--- src/rgb_fx_pkg.sv ---
// Package for the RGB LED effect generator: request types, mode and register
// codes, the jump color table and the half-degree sine tables.
// No dependencies; every design file imports it.
package rgb_fx_pkg;

  // Input request: current time and the wanted effect.
  typedef struct packed {
    logic [31:0] now_ms;
    logic [2:0]  mode;
  } in_item_t;

  // Result request: channel duties and the update flag.
  typedef struct packed {
    logic [7:0] red;
    logic [7:0] green;
    logic [7:0] blue;
    logic       update;
  } out_item_t;

  // Effect modes. Codes above MODE_SMOOTH behave like MODE_OFF.
  localparam logic [2:0] MODE_OFF     = 3'd0;
  localparam logic [2:0] MODE_JUMP    = 3'd1;
  localparam logic [2:0] MODE_STROBE  = 3'd2;
  localparam logic [2:0] MODE_GRADUAL = 3'd3;
  localparam logic [2:0] MODE_SMOOTH  = 3'd4;

  // Configuration register indexes and reset values.
  localparam int CFG_IDX_W  = 2;
  localparam int CFG_DATA_W = 16;
  localparam logic [CFG_IDX_W-1:0] REG_JUMP_INTERVAL    = 2'd0;
  localparam logic [CFG_IDX_W-1:0] REG_GRADUAL_INTERVAL = 2'd1;
  localparam logic [CFG_IDX_W-1:0] REG_SMOOTH_INTERVAL  = 2'd2;
  localparam logic [CFG_DATA_W-1:0] JUMP_INTERVAL_RST    = 16'd1000;
  localparam logic [CFG_DATA_W-1:0] GRADUAL_INTERVAL_RST = 16'd20;
  localparam logic [CFG_DATA_W-1:0] SMOOTH_INTERVAL_RST  = 16'd10;

  // Defaults for the top-level parameters.
  localparam int STROBE_PERIOD_DEF = 250;
  localparam int PHASE_STEPS_DEF   = 360;

  // Jump sequence: red, green, blue, yellow, cyan, magenta, white.
  localparam int JUMP_COLOR_CNT = 7;
  localparam logic [2:0] JUMP_LAST = 3'd6;
  localparam logic [23:0] JUMP_COLORS [JUMP_COLOR_CNT] = '{
    24'hFF0000, 24'h00FF00, 24'h0000FF, 24'hFFFF00,
    24'h00FFFF, 24'hFF00FF, 24'hFFFFFF
  };

  // Full wave is 720 half-degree steps; a quarter wave has 181 points.
  localparam int WAVE_LEN   = 720;
  localparam int WAVE_IDX_W = 10;
  localparam int QUARTER    = 180;
  localparam int HALF       = 360;
  localparam int THREE_QTR  = 540;
  localparam int GREEN_OFS  = 240;
  localparam int BLUE_OFS   = 480;

  typedef logic [7:0] wave_tab_t [0:QUARTER];

  localparam logic [63:0] Q60_ONE  = 64'd1 << 60;
  localparam logic [63:0] PI_Q60   = 64'h3243F6A8885A308D;
  localparam logic [63:0] PI_STEP  = PI_Q60 / 64'd360;
  localparam logic [63:0] LO_MASK  = 64'h0000_0000_FFFF_FFFF;
  localparam logic [63:0] DUTY_MID = 64'd255 << 52;

  // Taylor series divisors (2n)(2n+1) for n = 1..15.
  localparam logic [63:0] SERIES_DIV [1:15] = '{
    64'd6, 64'd20, 64'd42, 64'd72, 64'd110, 64'd156, 64'd210, 64'd272,
    64'd342, 64'd420, 64'd506, 64'd600, 64'd702, 64'd812, 64'd930
  };

  // (a*b) >> 60 in Q60, built from 32-bit partial products.
  function automatic logic [63:0] mul_q60(logic [63:0] a, logic [63:0] b);
    logic [63:0] al, ah, bl, bh, ll, lh, hl, hh, mid, lo, hi;
    al  = a & LO_MASK;
    ah  = a >> 32;
    bl  = b & LO_MASK;
    bh  = b >> 32;
    ll  = al * bl;
    lh  = al * bh;
    hl  = ah * bl;
    hh  = ah * bh;
    mid = (ll >> 32) + (lh & LO_MASK) + (hl & LO_MASK);
    lo  = (ll & LO_MASK) | (mid << 32);
    hi  = hh + (lh >> 32) + (hl >> 32) + (mid >> 32);
    return (hi << 4) | (lo >> 60);
  endfunction

  // Sine of j half-degrees in Q60, exact at the ends of the quarter wave.
  function automatic logic [63:0] sine_q60(int j);
    logic [63:0] x, x2, term, sum;
    x   = PI_STEP * 64'(j);
    x2  = mul_q60(x, x);
    term = x;
    sum  = x;
    for (int n = 1; n < 16; n++) begin
      term = mul_q60(term, x2) / SERIES_DIV[n];
      if (n % 2 == 1) begin
        sum = sum - term;
      end else begin
        sum = sum + term;
      end
    end
    if (j == 0) begin
      sum = 64'd0;
    end else if (j >= QUARTER) begin
      sum = Q60_ONE;
    end
    return sum;
  endfunction

  // Duty for a quarter-wave point, upper or lower half of the wave.
  function automatic wave_tab_t build_wave(logic neg);
    wave_tab_t   tab;
    logic [63:0] m, v;
    for (int j = 0; j <= QUARTER; j++) begin
      m = (sine_q60(j) >> 8) * 64'd255;
      v = neg ? (DUTY_MID - m) : (DUTY_MID + m);
      tab[j] = v[60:53];
    end
    return tab;
  endfunction

  localparam wave_tab_t WAVE_POS = build_wave(1'b0);
  localparam wave_tab_t WAVE_NEG = build_wave(1'b1);

endpackage

--- src/rgb_led_effect_generator_top.sv ---
// Top level of the RGB LED effect generator: input stage, effect logic and
// result register. Depends on rgb_fx_pkg for types, codes and tables.
//
// A request is held in the input stage and is registered into the result
// register once that register is free or being drained by the sink.
// Throughput: one request per cycle; an input stage holds one request while
// a finished result waits, so the input only stalls when both are full and
// the sink does not take the result.
// Reset (synchronous, active high) clears the effect state and both stage
// valids and loads the interval registers with their defaults.
module rgb_led_effect_generator_top
  import rgb_fx_pkg::*;
#(
  parameter int STROBE_PERIOD = STROBE_PERIOD_DEF,
  parameter int PHASE_STEPS   = PHASE_STEPS_DEF
) (
  input  logic                  clk,
  input  logic                  rst,
  input  logic                  in_valid,
  output logic                  in_ready,
  input  in_item_t              in_data,
  output logic                  out_valid,
  input  logic                  out_ready,
  output out_item_t             out_data,
  input  logic                  cfg_wr_en,
  input  logic [CFG_IDX_W-1:0]  cfg_index,
  input  logic [CFG_DATA_W-1:0] cfg_data
);

  localparam int PHASE_W = (PHASE_STEPS > 2) ? $clog2(PHASE_STEPS) : 1;
  localparam logic [PHASE_W-1:0] PHASE_LAST = PHASE_W'(PHASE_STEPS - 1);

  // Reciprocal for the strobe divide: estimate is the quotient or one less.
  localparam int STROBE_SHIFT = 31 + $clog2(STROBE_PERIOD);
  localparam logic [63:0] STROBE_RECIP_W = (64'd1 << STROBE_SHIFT) / 64'(STROBE_PERIOD);
  localparam logic [31:0] STROBE_RECIP = STROBE_RECIP_W[31:0];
  localparam logic [31:0] STROBE_LEN = 32'(STROBE_PERIOD);

  // Configuration registers.
  logic [CFG_DATA_W-1:0] jump_interval;
  logic [CFG_DATA_W-1:0] gradual_interval;
  logic [CFG_DATA_W-1:0] smooth_interval;

  // Effect state.
  logic [2:0]         active_mode;
  logic [31:0]        last_event_time;
  logic [2:0]         color_index;
  logic [PHASE_W-1:0] phase_step;

  // Input stage.
  logic        pend;
  logic [31:0] pend_now;
  logic [2:0]  pend_mode;
  logic [31:0] pend_quot;

  // Next values from the effect logic.
  logic [31:0]        last_event_time_next;
  logic [2:0]         color_index_next;
  logic [PHASE_W-1:0] phase_step_next;
  out_item_t          result_next;

  logic        advance;
  logic [63:0] quot_prod;

  // Working signals of the effect logic.
  logic               mode_chg;
  logic [31:0]        base_last;
  logic [2:0]         base_color;
  logic [PHASE_W-1:0] base_phase;
  logic [PHASE_W-1:0] phase_inc;
  logic [31:0]        elapsed;
  logic [31:0]        strobe_rem;
  logic               strobe_odd;
  logic [15:0]        wave_interval;
  logic [23:0]        jump_rgb;

  // Map a wave position (below twice the wave length) to a duty value.
  function automatic logic [7:0] wave_at(logic [WAVE_IDX_W:0] sum);
    logic [WAVE_IDX_W:0] k;
    logic [WAVE_IDX_W:0] j;
    logic                neg;
    k   = (sum >= (WAVE_IDX_W+1)'(WAVE_LEN)) ? sum - (WAVE_IDX_W+1)'(WAVE_LEN) : sum;
    neg = 1'b0;
    if (k <= (WAVE_IDX_W+1)'(QUARTER)) begin
      j = k;
    end else if (k <= (WAVE_IDX_W+1)'(HALF)) begin
      j = (WAVE_IDX_W+1)'(HALF) - k;
    end else if (k <= (WAVE_IDX_W+1)'(THREE_QTR)) begin
      j   = k - (WAVE_IDX_W+1)'(HALF);
      neg = 1'b1;
    end else begin
      j   = (WAVE_IDX_W+1)'(WAVE_LEN) - k;
      neg = 1'b1;
    end
    return neg ? WAVE_NEG[j[7:0]] : WAVE_POS[j[7:0]];
  endfunction

  // The input stage moves on when the result register is free or draining.
  assign advance  = !out_valid || out_ready;
  assign in_ready = !pend || advance;

  // First step of the strobe divide, registered with the request.
  assign quot_prod = 64'(in_data.now_ms) * 64'(STROBE_RECIP);

  // Effect logic for the request in the input stage.
  always_comb begin
    mode_chg   = pend_mode != active_mode;
    base_last  = mode_chg ? pend_now : last_event_time;
    base_color = mode_chg ? 3'd0 : color_index;
    base_phase = mode_chg ? '0 : phase_step;
    elapsed    = pend_now - base_last;
    phase_inc  = (base_phase == PHASE_LAST) ? '0 : base_phase + 1'b1;
    strobe_rem = pend_now - pend_quot * STROBE_LEN;
    strobe_odd = pend_quot[0] ^ (strobe_rem >= STROBE_LEN);
    wave_interval = (pend_mode == MODE_GRADUAL) ? gradual_interval : smooth_interval;
    jump_rgb   = JUMP_COLORS[base_color];

    last_event_time_next = base_last;
    color_index_next     = base_color;
    phase_step_next      = base_phase;
    result_next          = '0;

    case (pend_mode)
      MODE_JUMP: begin
        if (elapsed >= 32'(jump_interval)) begin
          last_event_time_next = pend_now;
          color_index_next     = (base_color == JUMP_LAST) ? 3'd0 : base_color + 3'd1;
          result_next.red      = jump_rgb[23:16];
          result_next.green    = jump_rgb[15:8];
          result_next.blue     = jump_rgb[7:0];
          result_next.update   = 1'b1;
        end
      end
      MODE_STROBE: begin
        result_next.red    = strobe_odd ? 8'h00 : 8'hFF;
        result_next.green  = strobe_odd ? 8'h00 : 8'hFF;
        result_next.blue   = strobe_odd ? 8'h00 : 8'hFF;
        result_next.update = 1'b1;
        if (elapsed >= STROBE_LEN) begin
          last_event_time_next = pend_now;
        end
      end
      MODE_GRADUAL, MODE_SMOOTH: begin
        if (elapsed >= 32'(wave_interval)) begin
          last_event_time_next = pend_now;
          phase_step_next      = phase_inc;
          result_next.red      = wave_at((WAVE_IDX_W+1)'(phase_inc));
          result_next.green    = wave_at((WAVE_IDX_W+1)'(phase_inc)
                                         + (WAVE_IDX_W+1)'(GREEN_OFS));
          result_next.blue     = wave_at((WAVE_IDX_W+1)'(phase_inc)
                                         + (WAVE_IDX_W+1)'(BLUE_OFS));
          result_next.update   = 1'b1;
        end
      end
      default: begin
        // Off and unused codes drive black.
        result_next.update = 1'b1;
      end
    endcase
  end

  // Configuration writes; indexes past the list are ignored.
  always_ff @(posedge clk) begin
    if (rst) begin
      jump_interval    <= JUMP_INTERVAL_RST;
      gradual_interval <= GRADUAL_INTERVAL_RST;
      smooth_interval  <= SMOOTH_INTERVAL_RST;
    end else if (cfg_wr_en) begin
      case (cfg_index)
        REG_JUMP_INTERVAL:    jump_interval    <= cfg_data;
        REG_GRADUAL_INTERVAL: gradual_interval <= cfg_data;
        REG_SMOOTH_INTERVAL:  smooth_interval  <= cfg_data;
        default: ;
      endcase
    end
  end

  // Input stage and result register, with the effect state.
  always_ff @(posedge clk) begin
    if (rst) begin
      pend            <= 1'b0;
      out_valid       <= 1'b0;
      active_mode     <= MODE_OFF;
      last_event_time <= '0;
      color_index     <= '0;
      phase_step      <= '0;
    end else begin
      if (pend && advance) begin
        active_mode     <= pend_mode;
        last_event_time <= last_event_time_next;
        color_index     <= color_index_next;
        phase_step      <= phase_step_next;
        out_data        <= result_next;
        out_valid       <= 1'b1;
      end else if (out_ready) begin
        out_valid <= 1'b0;
      end
      if (in_ready) begin
        pend <= in_valid;
        if (in_valid) begin
          pend_now  <= in_data.now_ms;
          pend_mode <= in_data.mode;
          pend_quot <= 32'(quot_prod >> STROBE_SHIFT);
        end
      end
    end
  end

endmodule

--- config.mk ---
export PLATFORM = sky130hd
export DESIGN_NAME = rgb_led_effect_generator_top
export DESIGN_NICKNAME = d
export VERILOG_FILES = /design/src/rgb_fx_pkg.sv /design/src/rgb_led_effect_generator_top.sv
export SDC_FILE = /design/constraint.sdc
export NUM_CORES = 2
export LEC_CHECK = 0
export ABC_AREA = 1
export ABC_CLOCK_PERIOD_IN_PS = 10810
export BUFFER_PORTS_ARGS = -buffer_cell sky130_fd_sc_hd__buf_2
export CORE_AREA = 2 2 344 346
export CTS_CLUSTER_SIZE = 28
export DETAILED_ROUTE_END_ITERATION = 12
export DIE_AREA = 0 0 346 348
export HOLD_SLACK_MARGIN = 0.02
export SYNTH_ARGS = -nofsm -noshare
export SYNTH_HDL_FRONTEND = slang
export SYNTH_SLANG_ARGS = --single-unit
--- constraint.sdc ---
create_clock -name clk -period 10.81 [get_ports clk]
set_clock_uncertainty 0.05 [all_clocks]
set_input_delay 1.081 -clock clk [delete_from_list [all_inputs] [get_ports clk]]
set_output_delay 1.081 -clock clk [all_outputs]
set_load 0.005 [all_outputs]
==> reports/results.tsv <==
metric	value	unit
status	finished, final reports clean	
critPathKind	flip-flop to flip-flop	
drt_iter0_drc	2972	
rsz0062_at_grt	false	
layout_common_cells	1103 x inv_1, 1008 x nand2_1, 641 x ha_1, 448 x fa_1	
ff2ff_path_depth	39	
die_w	346	µm
nNetsFinal	6529	
synth_cells	5383	
grt_max_degree	66	
drtAntennaViolNets	0	
dr.pass1.iters	6	
ys_async_sr_fraction	0	%
grt_first_pass_wirelength	191500	µm
cts-resized-gates	0	
cts_max_level	4	
synthesis.area	0.04064	mm²
groute.usage.overall	19.87	%
finalCritPeriodShare	84.12	%
die_h	348	µm
finalHoldViolCount	0	
worst_ep_required_time	10970	ps
cp_slowest_cell	fa_1	
n_fill_cell	12320	
hold_path.class	flip-flop to flip-flop	
tightest_slew	1127	ps
first_global_vias	35040	
critPathMaxStageDelay	570	ps
insertion_delay	500	ps
multiInputGateArea	0.03127	mm²
fin_cells	6931	
r2r-start	pend_quot[0]	
yosysSeqAreaShare	11.06	%
core-area	0.1170	mm²
ctsRootBufferMaster	clkbuf_16	
antenna_found_initial	3	
core.rowCount	126	
finalSetupViolCount	0	
vias	35550	
vias_per_cell	5.130	
r2r_slack	1720	ps
final_core_util	36.93	%
yosys_warnings	0	
tns	0	ps
yosysUniqueCellTypes	67	
tritoncts	built	
wl_per_cell	17.28	µm
synthFlopType	dfxtp_1	
port_buffers	84	
final_common_cell	inv_1	
critical_path_arrival	9250	ps
slew_violations	0	
synth-edff-count	85	
drive_gt1_share	5.227	%
register_area	0.004494	mm²
startpoint	pend_quot[0]	
avgSynthCellArea	7.549	µm²
slew_headroom	24.68	%
place_hpwl	94730	µm
timing.rr.end	out_data[22]	
clk_pin_slew	80	ps
antenna_cells	0	
dp.cells	6899	
cts_buffer_depth	2	
cts_setup_buffers	0	
fmax	0.1100	GHz
cts.sinks	182	
cts_hold_buf	0	
endpoint_kind	flip-flop	
cts_buffers	17	
min_period	9093	ps
drc	0	
cap_violations	0	
grt.overflow.total	0	
routed_wl	119800	µm
synth_seq_cells	182	
ios	85	
design.die.area	0.1204	mm²
crit_path_start_kind	flip-flop	
initial_core_util	34.74	%
worstPathMaxFanout	8	
crit_top_cell	o21ai_0	
gp_congestion	0.9612	
crit_end	out_data[22]	
synth.net_count	6530	
area.growth.synth_to_final	6.312	%
==> synth_stat cells (all sizes together), types with 49 or more instances <==
cell	number	area [µm²]
nand3	339	1764
nor2	302	1207
xor2	82	770.7
dfxtp	97	1942
clkbuf	82	307.8
ha	641	8020
o211ai	111	833.3
buf	49	296.5
o21ai	295	1480
fa	448	8969
a21oi	334	1720
nand2	1051	4110
nand4	80	543.0
inv	1137	4275
edfxtp	85	2552
==> final cells by class <==
type,instances,area share (%)
tap,1536,4.449
multi-input combinational,3925,72.37
inverter,1145,9.966
sequential,182,10.40
clock inverter,14,0.3765
timing repair buffer,111,1.442
clock buffer,18,0.9934
==> cell families after synthesis <==
family                     count (synthesis)  synth area share [%]
xor gates and xnor gates                 125                 2.823
adders and majority gates               1089                 41.81
buffers and inverters                   1276                 12.08
AOI/OAI and AO/OA                        879                 12.57
muxes                                      2               0.04927
DFF                                      182                 11.06
and+or+nand+nor                         1830                 19.61
==> per-stage QoR <==
step / worst slack, ps / hold WS [ps] / cell area, µm²
after floorplan: 3047 / 373.6 / 40640
after global placement: 1641 / 384.2 / 42610
after detailed placement: 1544 / 392.8 / 42610
after CTS: 1544 / 408.6 / 43200
after global routing: 711.9 / 430.7 / 43200
final: 1717 / 405.9 / 43200
==> state kept, by name (all words and copies together) (netlist names) <==
register,cells
smooth_interval,16
color_index,3
last_event_time,32
out_data,25
pend_mode,3
pend_now,32
out_valid,1
phase_step,9
pend,1
active_mode,3
jump_interval,16
gradual_interval,16
pend_quot,25
==> per-layer routing <==
layer / wire length [µm] / track usage (%) / vias to the layer above / part of all wire [%]
met4: 2904 / 5.490 / 6 / 2.4
met5: 34 / 0 / - / 0.028
met2: 54170 / 32.12 / 958 / 45
met3: 5942 / 2.068 / 156 / 5.0
met1: 56710 / 28.10 / 17060 / 47
li1: - / - / 17370 / -
==> worst max-delay path, delay by kind of cell, from the launching register on <==
| kind | cells | cell delay [ps] |
|---|---|---|
| AOI/OAI and AO/OA | 14 | 2780 |
| adders and majority gates | 6 | 2730 |
| and+or+nand+nor | 12 | 1910 |
| DFF | 1 | 540 |
| xor gates and xnor gates | 3 | 460 |
| buffers and inverters | 4 | 370 |
==> how the worst min path moves through the flow <==
stage	from	depth (start not counted)	end	slack, ps
final	smooth_interval[11]	2	smooth_interval[11]	410
after global routing	smooth_interval[11]	2	smooth_interval[11]	430
after CTS	smooth_interval[9]	2	smooth_interval[9]	410
after detailed placement	gradual_interval[2]	2	gradual_interval[2]	390
after global placement	gradual_interval[4]	2	gradual_interval[4]	380
after floorplan	gradual_interval[2]	2	gradual_interval[2]	370
Power is not shown: default switching activity piles up to over one toggle a cycle in this logic, so the estimate is an artifact.
